### src/rtl/core/crc_checked_telemetry_frame_parser_top_macros.svh
// assertion macros shared by the frame parser rtl
// expects i_clk and i_rst_n in the scope where a macro is used
`ifndef CRC_CHECKED_TELEMETRY_FRAME_PARSER_TOP_MACROS_SVH
`define CRC_CHECKED_TELEMETRY_FRAME_PARSER_TOP_MACROS_SVH

// property holds at every clock edge out of reset
`define CTFP_ASSERT(lbl, prop, msg) \
    lbl: assert property (@(posedge i_clk) disable iff (!i_rst_n) (prop)) \
        else $error(msg);

// condition in one cycle implies consequence in the next
`define CTFP_ASSERT_NEXT(lbl, pre, post, msg) \
    lbl: assert property (@(posedge i_clk) disable iff (!i_rst_n) (pre) |=> (post)) \
        else $error(msg);

`endif

### src/rtl/core/ctfp_pkg.sv
// types, constants and crc function for the telemetry frame parser
// no dependencies
package ctfp_pkg;

    localparam int FRAME_BYTES = 28;
    localparam int CRC_SPAN    = 26;
    localparam int BODY_FIRST  = 4;
    localparam int BODY_BYTES  = CRC_SPAN - BODY_FIRST;
    localparam int POS_W       = $clog2(FRAME_BYTES);
    localparam int Q_DEPTH     = 2;
    localparam int QPTR_W      = (Q_DEPTH > 1) ? $clog2(Q_DEPTH) : 1;
    localparam int QCNT_W      = $clog2(Q_DEPTH + 1);

    localparam logic [15:0] CRC_INIT = 16'hFFFF;
    localparam logic [15:0] CRC_POLY = 16'h1021;

    localparam logic [POS_W-1:0] POS_HUNT = POS_W'(0);
    localparam logic [POS_W-1:0] POS_HDR2 = POS_W'(1);
    localparam logic [POS_W-1:0] LAST_POS = POS_W'(FRAME_BYTES - 1);
    localparam logic [POS_W-1:0] CRC_END  = POS_W'(CRC_SPAN);

    typedef enum logic [1:0] {
        CFG_HDR_FIRST  = 2'd0,
        CFG_HDR_SECOND = 2'd1,
        CFG_VERSION    = 2'd2
    } t_cfg_index;

    typedef enum logic [1:0] {
        ST_VALID       = 2'd0,
        ST_BAD_VERSION = 2'd1,
        ST_BAD_LENGTH  = 2'd2,
        ST_BAD_CRC     = 2'd3
    } t_frame_status;

    // completed frame as handed from the byte parser to the result stage
    typedef struct packed {
        logic                            crc_ok;
        logic [7:0]                      version;
        logic [7:0]                      length;
        logic [BODY_BYTES-1:0][7:0]      body;
    } t_frame_rec;

    typedef struct packed {
        t_frame_status       status;
        logic [15:0]         sequence_number;
        logic [31:0]         timestamp_millis;
        logic [7:0]          motion_mode;
        logic [7:0]          status_flags;
        logic signed [15:0]  track_acceleration;
        logic signed [15:0]  yaw_rate;
        logic [15:0]         vibration_level;
        logic signed [15:0]  line_offset;
        logic signed [15:0]  left_wheel_speed;
        logic signed [15:0]  right_wheel_speed;
        logic signed [15:0]  turn_amount;
    } t_result;

    // crc-16/ccitt-false, msb first, one byte
    function automatic logic [15:0] crc_feed(input logic [15:0] crc, input logic [7:0] b);
        logic [15:0] c;
        c = crc ^ {b, 8'h00};
        for (int k = 0; k < 8; k++) begin
            c = c[15] ? ((c << 1) ^ CRC_POLY) : (c << 1);
        end
        return c;
    endfunction

endpackage

### src/rtl/core/ctfp_front.sv
// byte parser: header hunt, position count, running crc and frame store
// depends on ctfp_pkg and the assertion macro header
`include "crc_checked_telemetry_frame_parser_top_macros.svh"

module ctfp_front (
    input  logic                  i_clk,
    input  logic                  i_rst_n,
    input  logic                  i_valid,
    input  logic [7:0]            i_byte,
    input  logic [7:0]            i_hdr_first,
    input  logic [7:0]            i_hdr_second,
    output logic                  o_push,
    output ctfp_pkg::t_frame_rec  o_rec
);
    import ctfp_pkg::*;

    logic [POS_W-1:0] r_pos, n_pos;
    logic [15:0]      r_crc, n_crc;
    logic [7:0]       r_store [FRAME_BYTES];
    logic             store_we;
    logic [POS_W-1:0] store_addr;

    always_comb begin
        n_pos      = r_pos;
        n_crc      = r_crc;
        o_push     = 1'b0;
        store_we   = 1'b0;
        store_addr = r_pos;
        if (i_valid) begin
            case (r_pos)
                POS_HUNT: begin
                    if (i_byte == i_hdr_first) begin
                        store_we = 1'b1;
                        n_crc    = crc_feed(CRC_INIT, i_byte);
                        n_pos    = POS_HDR2;
                    end
                end
                POS_HDR2: begin
                    if (i_byte == i_hdr_second) begin
                        store_we = 1'b1;
                        n_crc    = crc_feed(r_crc, i_byte);
                        n_pos    = r_pos + 1'b1;
                    end else if (i_byte == i_hdr_first) begin
                        // another first header byte starts over
                        store_we   = 1'b1;
                        store_addr = POS_HUNT;
                        n_crc      = crc_feed(CRC_INIT, i_byte);
                        n_pos      = POS_HDR2;
                    end else begin
                        n_crc = CRC_INIT;
                        n_pos = POS_HUNT;
                    end
                end
                default: begin
                    if (r_pos > LAST_POS) begin
                        n_crc = CRC_INIT;
                        n_pos = POS_HUNT;
                    end else begin
                        store_we = 1'b1;
                        if (r_pos < CRC_END) begin
                            n_crc = crc_feed(r_crc, i_byte);
                        end
                        if (r_pos == LAST_POS) begin
                            o_push = 1'b1;
                            n_crc  = CRC_INIT;
                            n_pos  = POS_HUNT;
                        end else begin
                            n_pos = r_pos + 1'b1;
                        end
                    end
                end
            endcase
        end
    end

    // record is built from the store plus the crc high byte arriving now
    always_comb begin
        o_rec.crc_ok  = ({i_byte, r_store[CRC_SPAN]} == r_crc);
        o_rec.version = r_store[2];
        o_rec.length  = r_store[3];
        for (int k = 0; k < BODY_BYTES; k++) begin
            o_rec.body[k] = r_store[BODY_FIRST + k];
        end
    end

    always_ff @(posedge i_clk) begin
        if (!i_rst_n) begin
            r_pos <= POS_HUNT;
            r_crc <= CRC_INIT;
        end else begin
            r_pos <= n_pos;
            r_crc <= n_crc;
        end
    end

    always_ff @(posedge i_clk) begin
        if (store_we) begin
            r_store[store_addr] <= i_byte;
        end
    end

    `CTFP_ASSERT(a_pos_range, r_pos <= LAST_POS, "byte position out of frame")
    `CTFP_ASSERT(a_push_at_end, o_push |-> (r_pos == LAST_POS && i_valid), "push off frame end")

endmodule

### src/rtl/core/ctfp_queue.sv
// short queue of completed frame records between parser and result stage
// depends on ctfp_pkg and the assertion macro header
`include "crc_checked_telemetry_frame_parser_top_macros.svh"

module ctfp_queue (
    input  logic                  i_clk,
    input  logic                  i_rst_n,
    input  logic                  i_push,
    input  ctfp_pkg::t_frame_rec  i_rec,
    output logic                  o_full,
    input  logic                  i_pop,
    output logic                  o_valid,
    output ctfp_pkg::t_frame_rec  o_rec
);
    import ctfp_pkg::*;

    t_frame_rec        r_mem [Q_DEPTH];
    logic [QPTR_W-1:0] r_wptr, n_wptr;
    logic [QPTR_W-1:0] r_rptr, n_rptr;
    logic [QCNT_W-1:0] r_count, n_count;
    logic              do_push, do_pop;

    assign o_full  = (r_count == QCNT_W'(Q_DEPTH));
    assign o_valid = (r_count != '0);
    assign o_rec   = r_mem[r_rptr];
    assign do_push = i_push && !o_full;
    assign do_pop  = i_pop && o_valid;

    always_comb begin
        n_wptr  = r_wptr;
        n_rptr  = r_rptr;
        n_count = r_count;
        if (do_push) begin
            n_wptr = (r_wptr == QPTR_W'(Q_DEPTH - 1)) ? '0 : r_wptr + 1'b1;
        end
        if (do_pop) begin
            n_rptr = (r_rptr == QPTR_W'(Q_DEPTH - 1)) ? '0 : r_rptr + 1'b1;
        end
        case ({do_push, do_pop})
            2'b10:   n_count = r_count + 1'b1;
            2'b01:   n_count = r_count - 1'b1;
            default: n_count = r_count;
        endcase
    end

    always_ff @(posedge i_clk) begin
        if (!i_rst_n) begin
            r_wptr  <= '0;
            r_rptr  <= '0;
            r_count <= '0;
        end else begin
            r_wptr  <= n_wptr;
            r_rptr  <= n_rptr;
            r_count <= n_count;
        end
    end

    always_ff @(posedge i_clk) begin
        if (do_push) begin
            r_mem[r_wptr] <= i_rec;
        end
    end

    `CTFP_ASSERT(a_count_bound, r_count <= QCNT_W'(Q_DEPTH), "queue count over depth")

endmodule

### src/rtl/core/ctfp_back.sv
// result stage: classifies a frame record, decodes fields, holds the result
// depends on ctfp_pkg and the assertion macro header
`include "crc_checked_telemetry_frame_parser_top_macros.svh"

module ctfp_back (
    input  logic                  i_clk,
    input  logic                  i_rst_n,
    input  logic                  i_q_valid,
    input  ctfp_pkg::t_frame_rec  i_rec,
    output logic                  o_q_pop,
    input  logic [7:0]            i_expected_version,
    input  logic                  i_pop,
    output logic                  o_valid,
    output ctfp_pkg::t_result     o_res
);
    import ctfp_pkg::*;

    logic    r_valid, n_valid;
    t_result r_res, n_res;

    assign o_q_pop = i_q_valid && (!r_valid || i_pop);
    assign o_valid = r_valid;
    assign o_res   = r_res;

    always_comb begin
        n_res = '0;
        if (i_rec.version != i_expected_version) begin
            n_res.status = ST_BAD_VERSION;
        end else if (i_rec.length != 8'(FRAME_BYTES)) begin
            n_res.status = ST_BAD_LENGTH;
        end else if (!i_rec.crc_ok) begin
            n_res.status = ST_BAD_CRC;
        end else begin
            n_res.status = ST_VALID;
        end
        // measurement fields only for a good frame
        if (n_res.status == ST_VALID) begin
            n_res.sequence_number    = {i_rec.body[1], i_rec.body[0]};
            n_res.timestamp_millis   = {i_rec.body[5], i_rec.body[4],
                                        i_rec.body[3], i_rec.body[2]};
            n_res.motion_mode        = i_rec.body[6];
            n_res.status_flags       = i_rec.body[7];
            n_res.track_acceleration = {i_rec.body[9], i_rec.body[8]};
            n_res.yaw_rate           = {i_rec.body[11], i_rec.body[10]};
            n_res.vibration_level    = {i_rec.body[13], i_rec.body[12]};
            n_res.line_offset        = {i_rec.body[15], i_rec.body[14]};
            n_res.left_wheel_speed   = {i_rec.body[17], i_rec.body[16]};
            n_res.right_wheel_speed  = {i_rec.body[19], i_rec.body[18]};
            n_res.turn_amount        = {i_rec.body[21], i_rec.body[20]};
        end
    end

    always_comb begin
        n_valid = r_valid;
        if (o_q_pop) begin
            n_valid = 1'b1;
        end else if (i_pop) begin
            n_valid = 1'b0;
        end
    end

    always_ff @(posedge i_clk) begin
        if (!i_rst_n) begin
            r_valid <= 1'b0;
        end else begin
            r_valid <= n_valid;
        end
    end

    always_ff @(posedge i_clk) begin
        if (o_q_pop) begin
            r_res <= n_res;
        end
    end

    `CTFP_ASSERT(a_bad_zero,
        (r_valid && r_res.status != ST_VALID) |-> (r_res.timestamp_millis == '0),
        "fields of a bad frame not cleared")
    `CTFP_ASSERT_NEXT(a_load, i_q_valid && !r_valid, r_valid, "waiting record not loaded")

endmodule

### src/rtl/core/crc_checked_telemetry_frame_parser_top.sv
// top level of the crc checked telemetry frame parser
// depends on ctfp_pkg, ctfp_front, ctfp_queue, ctfp_back
`include "crc_checked_telemetry_frame_parser_top_macros.svh"

// One received byte enters per transaction on the push/full side; while full is low one byte
// can be taken every clock cycle: the header hunt, frame store write and crc-16/ccitt-false
// update all finish in the cycle of the byte. A frame is 28 bytes in total, the two header
// bytes included; at the last byte a record is pushed into a two-entry queue, from which it
// moves into the output register and then shows on the output ports (empty low). The output
// register plus the queue hold three finished results; full rises only while all three wait
// to be popped, and it then holds off every byte until a result is taken. Results carry a
// status (0 valid, 1 bad version, 2 bad length byte, 3 bad crc, checked in that order) and
// the little-endian measurement fields, which are zero unless the status is valid.
// Configuration: cfg index 0 first header byte, 1 second header byte, 2 expected version;
// index 3 is ignored. Write only while no frame is in progress or waiting. No clearing
// pass after reset: the block takes bytes from the first cycle out of reset.

module crc_checked_telemetry_frame_parser_top (
    input  logic               i_clk,
    input  logic               i_rst_n,
    // byte input
    input  logic               push,
    output logic               full,
    input  logic [7:0]         i_rx_byte,
    // result output
    output logic               empty,
    input  logic               pop,
    output logic [1:0]         o_frame_status,
    output logic [15:0]        o_sequence_number,
    output logic [31:0]        o_timestamp_millis,
    output logic [7:0]         o_motion_mode,
    output logic [7:0]         o_status_flags,
    output logic signed [15:0] o_track_acceleration,
    output logic signed [15:0] o_yaw_rate,
    output logic [15:0]        o_vibration_level,
    output logic signed [15:0] o_line_offset,
    output logic signed [15:0] o_left_wheel_speed,
    output logic signed [15:0] o_right_wheel_speed,
    output logic signed [15:0] o_turn_amount,
    // configuration write
    input  logic               i_cfg_we,
    input  logic [1:0]         i_cfg_addr,
    input  logic [7:0]         i_cfg_data
);
    import ctfp_pkg::*;

    // configuration registers
    logic [7:0] r_hdr_first;
    logic [7:0] r_hdr_second;
    logic [7:0] r_version;

    logic       byte_accept;
    logic       rec_push;
    t_frame_rec front_rec;
    logic       q_full;
    logic       q_valid;
    logic       q_pop;
    t_frame_rec q_rec;
    logic       res_valid;
    t_result    res;

    always_ff @(posedge i_clk) begin
        if (!i_rst_n) begin
            r_hdr_first  <= '0;
            r_hdr_second <= '0;
            r_version    <= '0;
        end else if (i_cfg_we) begin
            unique case (i_cfg_addr)
                CFG_HDR_FIRST:  r_hdr_first  <= i_cfg_data;
                CFG_HDR_SECOND: r_hdr_second <= i_cfg_data;
                CFG_VERSION:    r_version    <= i_cfg_data;
                default:        ;
            endcase
        end
    end

    // a full queue stalls every byte, so the frame end push never drops
    assign full        = q_full;
    assign byte_accept = push && !q_full;

    ctfp_front u_front (
        .i_clk        (i_clk),
        .i_rst_n      (i_rst_n),
        .i_valid      (byte_accept),
        .i_byte       (i_rx_byte),
        .i_hdr_first  (r_hdr_first),
        .i_hdr_second (r_hdr_second),
        .o_push       (rec_push),
        .o_rec        (front_rec)
    );

    ctfp_queue u_queue (
        .i_clk   (i_clk),
        .i_rst_n (i_rst_n),
        .i_push  (rec_push),
        .i_rec   (front_rec),
        .o_full  (q_full),
        .i_pop   (q_pop),
        .o_valid (q_valid),
        .o_rec   (q_rec)
    );

    ctfp_back u_back (
        .i_clk              (i_clk),
        .i_rst_n            (i_rst_n),
        .i_q_valid          (q_valid),
        .i_rec              (q_rec),
        .o_q_pop            (q_pop),
        .i_expected_version (r_version),
        .i_pop              (pop),
        .o_valid            (res_valid),
        .o_res              (res)
    );

    assign empty                = !res_valid;
    assign o_frame_status       = res.status;
    assign o_sequence_number    = res.sequence_number;
    assign o_timestamp_millis   = res.timestamp_millis;
    assign o_motion_mode        = res.motion_mode;
    assign o_status_flags       = res.status_flags;
    assign o_track_acceleration = res.track_acceleration;
    assign o_yaw_rate           = res.yaw_rate;
    assign o_vibration_level    = res.vibration_level;
    assign o_line_offset        = res.line_offset;
    assign o_left_wheel_speed   = res.left_wheel_speed;
    assign o_right_wheel_speed  = res.right_wheel_speed;
    assign o_turn_amount        = res.turn_amount;

endmodule
### config.mk
export PLATFORM = sky130hd
export DESIGN_NAME = crc_checked_telemetry_frame_parser_top
export DESIGN_NICKNAME = d
export VERILOG_FILES = /design/src/rtl/core/ctfp_pkg.sv /design/src/rtl/core/ctfp_front.sv /design/src/rtl/core/ctfp_queue.sv /design/src/rtl/core/ctfp_back.sv /design/src/rtl/core/crc_checked_telemetry_frame_parser_top.sv
export VERILOG_INCLUDE_DIRS = /design/src /design/src/rtl/core
export SDC_FILE = /design/constraint.sdc
export NUM_CORES = 1
export LEC_CHECK = 0
export BUFFER_PORTS_ARGS = -buffer_cell sky130_fd_sc_hd__buf_2
export CAP_MARGIN = 20
export CORE_UTILIZATION = 38
export CTS_CLUSTER_SIZE = 12
export DETAILED_ROUTE_END_ITERATION = 16
export PLACE_DENSITY_LB_ADDON = 0.05
export SETUP_SLACK_MARGIN = 0.3
export SYNTH_ARGS = -nofsm -noshare
export SYNTH_HDL_FRONTEND = slang
export SYNTH_SLANG_ARGS = --single-unit
### constraint.sdc
create_clock -name i_clk -period 11 [get_ports i_clk]
set_clock_uncertainty 0.05 [all_clocks]
set_input_delay 0 -clock i_clk [delete_from_list [all_inputs] [get_ports i_clk]]
set_output_delay 0 -clock i_clk [all_outputs]
set_load 0.1 [all_outputs]
-- Word-level counts from Yosys, hierarchy flattened
Memory sizes are Yosys's and may differ from the RTL's. A register that Yosys moved wholly into a read port is not among the register bits.
Cells that the tools add are included.
- memories: 2
- output and inout port bits: 180
- input bits: 23
- bits in writable memories: 610
- flip-flop bits (word level): 228
- memories (memory ; depth ; width ; read ports ; clocked after memory_dff ; write ports ; RTL line ; source):
    u_queue.r_mem ; 2 ; 193 ; 1 ; 1 ; 1 ; ctfp_queue.sv:17 ; t_frame_rec r_mem [Q_DEPTH];
    u_front.r_store ; 28 ; 8 ; 25 ; 0 ; 1 ; ctfp_front.sv:19 ; logic [7:0] r_store [FRAME_BYTES];
- bitwise operators: 18
- reduce and logical (&&, ||, !) cells: 20
- mux-type cells: 56
- add/subtract/negate cells: 5
- equal/unequal tests: 13
- magnitude comparators: 2
- operator list (cell ; count):
    $mux 13 ; 16
    $mux 16 ; 6
    $not 3->3 ; 16
    $mux 5 ; 8
    $pmux 16 s2 ; 1
    $mux 1 ; 19
    $eq 16x16->1 ; 1
    $eq 8x8->1 ; 2
    $not 16->16 ; 1
    $xor 16x16->16 ; 1
    $pmux 5 s2 ; 1
    $ne 8x5->1 const B ; 1
    $ne 8x8->1 ; 1
    $reduce_and 2->1 ; 4
    $eq 2x2->1 const B ; 3
    $mux 2 ; 3
    $reduce_bool 2->1 ; 3
    $add 5x1->5 const B ; 1
    $eq 5x1->1 const B ; 1
    $eq 5x5->1 const B ; 1
    $gt 5x5->1 const B ; 1
    $logic_not 5->1 ; 1
    $lt 5x5->1 const B ; 1
    $reduce_bool 5->1 ; 1
    13 further kinds ; 20

-- Longest topological paths before layout
- word-level depth: 21
- gate-level depth with buffers: 9
- mapped depth without buffers: 7

-- Modules after synthesis
A second synthesis with hierarchy kept.
- cells, all modules: 1841
- area, all modules: 31881.8 um^2
- by module, submodules not included (module ; seq. area each (um^2) ; area an instance (um^2) ; cells each ; times used):
    ctfp_queue ; 11691.2 ; 14151.1 ; 626 ; 1
    ctfp_back ; 5365.1 ; 8426.8 ; 628 ; 1
    ctfp_front ; 6426.2 ; 8395.6 ; 496 ; 1
    crc_checked_telemetry_frame_parser_top ; 480.5 ; 908.4 ; 91 ; 1

-- Least setup slack after synthesis
OpenSTA, ideal clock, no wires.
- kind: flip-flop to flip-flop
- start point: register u_back.r_valid (netlist: u_back.o_valid)
- end point: register u_queue.r_count[1]
- cell stages (with the launch flop): 7
- setup time: 0.076 ns
- arrival time: 10.207 ns
- slack: 0.668 ns
- cell sequence: dfxtp_1 -> inv_1 -> nor2_1 -> nor2_1 -> ha_1 -> or3_1 -> a21boi_0
- cells in the longest elaborated chain, start to end: 6
- elaborated cells on any way between the ends: 8
- classes of those cells: eq/ne: 2; mux: 1; reduce/logical: 5
- ends and longest elaborated chain (element ; RTL line ; source):
    start: declaration ; ctfp_back.sv:18 ; logic r_valid, n_valid;
    start signal: assignment ; ctfp_back.sv:66 ; r_valid <= n_valid;
    $logic_not 1->1 * ; n/a ;
    named net empty ; crc_checked_telemetry_frame_parser_top.sv:26 ; output logic empty,
    $logic_or 1x1->1 * ; ctfp_back.sv:21 ; assign o_q_pop = i_q_valid && (!r_valid || i_pop);
    $logic_and 1x1->1 * ; ctfp_back.sv:21 ;
    named net q_pop ; crc_checked_telemetry_frame_parser_top.sv:57 ; logic q_pop;
    $logic_and 1x1->1 * ; ctfp_queue.sv:27 ; assign do_pop = i_pop && o_valid;
    $eq 2x1->1 or $eq 2x2->1 (tied branches) ; ctfp_queue.sv:39 ; case ({do_push, do_pop})
    $pmux 2 s2 or $reduce_bool 2->1 (tied branches) ; n/a ;
    end signal: assignment ; ctfp_queue.sv:54 ; r_count <= n_count;
    end: declaration ; ctfp_queue.sv:20 ; logic [QCNT_W-1:0] r_count, n_count;
Mark *: on every way through the listed nets, which the timed path passes. The rest lies on a longest branch.
A chain may end at the register's enable or synchronous reset.

-- Final worst setup path
- start point: register u_front.r_pos[3]
- end point: memory u_queue.r_mem[0][132] in the netlist's numbering, enable pin
- cells in the longest elaborated chain, start to end: 8
- elaborated cells on any way between the ends: 12
- classes of those cells: order compare: 1; eq/ne: 2; mux: 6; reduce/logical: 3
- ends and longest elaborated chain (element ; RTL line ; source):
    start: declaration ; ctfp_front.sv:17 ; logic [POS_W-1:0] r_pos, n_pos;
    start signal: assignment ; ctfp_front.sv:91 ; r_pos <= n_pos;
    parallel branches: the longest is 3 deep, another holds $gt 5x5->1 ; n/a ;
    $mux 1 * ; ctfp_front.sv:30 ; case (r_pos)
    $mux 1 * ; ctfp_front.sv:29 ; if (i_valid) begin
    $logic_and 1x1->1 * ; ctfp_queue.sv:26 ; assign do_push = i_push && !o_full;
    $mux 1 * ; ctfp_queue.sv:59 ; if (do_push) begin
    $mux 1 (implied by the code) * ; ctfp_queue.sv:60 ; r_mem[r_wptr] <= i_rec;
    end: declaration ; ctfp_queue.sv:17 ;
Every way passes the cells marked *.

==> flow_summary.yaml <==
global_route:
  grt_max_degree: 126
  grt_overflow: 0
  grt_pass1_wl_um: 94000
  grt_pass1_vias: 14600
  grt_util_all_layers: 0.164
  grt_antenna_before_repair: 2
drt:
  drtIter0Drc: 795
  routed_wl_um: 63800
  route.detailed.drc: 0
  num_vias: 14100
  highest_layer: "met4"
  detail_route.wl_per_cell_um: 21.5
  ant_nets: 0
  wl_met2_um: 32600
  drtPass1Iterations: 4
  routed-wl-met3_um: 2250
  drt-met1-wl_um: 28000
  via_per_inst: 4.75
yosys:
  synth.area.top_cells: "edfxtp_1, mux2i_1, dfxtp_1, nor2_1, xnor2_1"
  synth_nets: 1616
  synth_cell_types: 51
  ys.flop_type: "edfxtp_1"
  synth-edff-count: 764
  ys_seq_area_frac: 0.819
  synth_cells: 1589
  yosysWarnings: 0
  avgSynthCellArea_um2: 18.4
  syn-cell-area_um2: 29200
  synth_seq_cells: 815
  synth_most_common_cell: "edfxtp_1"
  synth_top_area_frac: 0.784
  synth.largest_area_cell: "edfxtp_1"
  ys_top_cells_by_count: "edfxtp_1, nor2_1, mux2i_1"
  ys_async_sr_fraction: 0
placement:
  post-dp-hpwl_um: 36300
  placement.io_buffers: 202
  place.gp.congestion: 0.786
  dp_cells: 2782
  dpl_cell_area_um2: 31400
  pre_cts_ws_ns: 6.77
run_status:
  outcome: "finished, final reports clean"
clocking:
  cts_resized: 0
  insertion_delay_ns: 0.63
  cts.sinks: 815
  cts.path.max_buffers: 3
  cts_tree: "done"
  cts-root-buf: "clkbuf_16"
  htreeDepth: 3
  clkSlewWorstSetupHoldPaths_ns: 0.06
  cts_inserted_buffers: 87
worst_hold_path:
  whs_path_depth: 2
  min_to: "u_front.r_store[18][5]"
  hp-class: "input pin to register"
  hold_start: "i_rx_byte[5]"
die:
  core_um2: 76100
  die_area_um2: 78100
  num_rows: 101
  ioPinCount: 203
  die_w_um: 279
  die_h_um: 279
  initial_utilization: 0.384
timing:
  finalHoldViolations: 0
  maxSlewViolCount: 0
  min_period_ns: 4.16
  setup_viol: 0
  relSlewSlack: 0.233
  fmax_ghz: 0.240
  rsz0062_at_grt: "false"
  tightest_slew_ns: 1.15
  tns_ns: 0
  whs_ns: 0.0137
  fin_crit_sh: 0.378
  setup_ws_ns: 6.84
final_layout:
  num_antenna_cells: 0
  syn_to_final_growth_pct: 17.2
  drive_gt1_frac: 0.182
  fin_cells: 2963
  final_nets: 1890
  fin_util: 0.451
  postLayoutCellArea_um2: 34300
pwr:
  cellPowerDensity_nw_per_um2: 237
  total_leakage_power_nw: 11.1
  ir_drop_mv: 0.163
  power_mw: 8.12
worst_setup_path:
  start_kind: "register"
  critPathArrivalTime_ns: 4.34
  reg2reg_slack_ns: 6.84
  cp.required_ns: 11.19
  r2r-start: "u_front.r_pos[3]"
  critPathKind: "register to register"
  reg2reg_depth: 5
  cp-end-kind: "register"
  cp_max_fo: 70
  timing.rr.end: "u_queue.r_mem[0][132]"
job:
  drv_cap: 0
[power by group]
group	internal (mW)	total, mW	switching (mW)	leakage [nW]
clock network	1.51	2.68	1.16	1.27
registers	3.59	3.66	0.0781	7.34
logic	0.299	1.78	1.48	2.54
total	5.40	8.12	2.72	11.1
[registers in the layout, summed over array words and instances (netlist names), named ones only]
name             count
u_front.r_store    200
u_back.o_res       178
r_hdr_first          8
r_hdr_second         8
r_version            8
u_queue.r_count      2
u_front.r_crc       16
u_queue.r_mem      386
u_back.o_valid       1
u_queue.r_rptr       1
u_queue.r_wptr       1
u_front.r_pos        5
[worst max-delay path by stage]
stage                           startpoint                    end  slack, ns  cells after the start
after floorplan             u_back.o_valid     u_queue.r_count[1]       0.67                      6
after global placement    u_front.r_pos[0]  u_queue.r_mem[0][108]       6.81                      6
after detailed placement  u_front.r_pos[3]   u_queue.r_mem[0][93]       6.77                      5
after CTS                 u_front.r_pos[3]  u_queue.r_mem[0][140]       6.74                      5
after global routing      u_front.r_pos[3]   u_queue.r_mem[0][96]       6.50                      5
final                     u_front.r_pos[3]  u_queue.r_mem[0][132]       6.84                      5
[kinds of logic (layout without fill, tap and decap cells)]
family          after synthesis  count (layout)  share of synthesized area
compound gates               82              82                     0.0210
xor+xnor                     77              77                     0.0233
fa+ha+maj                     4               4                    0.00171
buf+inv                      75             419                     0.0134
flops                       815             815                      0.819
mux                         209             209                     0.0715
simple gates                327             327                     0.0497
[layer usage]
| layer | vias up | GRT usage |
|---|---|---|
| met5 | - | 0 |
| met4 | 0 | 0.0462 |
| met3 | 79 | 0.0256 |
| met2 | 280 | 0.285 |
| met1 | 7128 | 0.211 |
| li1 | 6578 | - |
[layout make-up]
cell class,instances,area [um^2]
Multi-Input combinational cell,699,4930
Fill cell,6718,41800
Inverter,10,37.5
Timing Repair Buffer,250,1460
Clock buffer,115,2320
Clock inverter,44,275
Tap cell,1030,1290
Sequential cell,815,24000
[critical path, cell delays in order, from the launching register on]
cell and delay, ns:
dfxtp_1 0.56, nand2_1 0.25, or4_1 0.68, nor2_4 0.69, buf_4 0.58, buf_4 0.88
[placed cells by master, fill, tap and decap left out, types with 6 or more instances in the layout]
cell type and instances:
o32a_1 14, o21ai_0 8, edfxtp_1 764, nor2b_1 25, xnor2_1 50, buf_2 202, mux2i_1 209, clkbuf_16 88
and2_1 9, nand4_1 9, inv_1 10, o22ai_1 6, a21oi_1 13, nor3_1 7, xor2_1 26, buf_4 25
a221oi_1 10, dfxtp_1 50, clkbuf_1 25, nand2_1 20, nor4_1 8, nor2_1 219, dlygate4sd3_1 21, a21o_1 7
clkinv_1 23, clkinv_2 12, nand3b_1 6
[repair_timing]
| item | in CTS | in global routing |
|---|---|---|
| hold buffers | 21 | 0 |
| setup buffers | 0 | 0 |
| endpoints found under the hold margin | 90 | 0 |
Note: power is estimated with default switching activity, not from simulation.
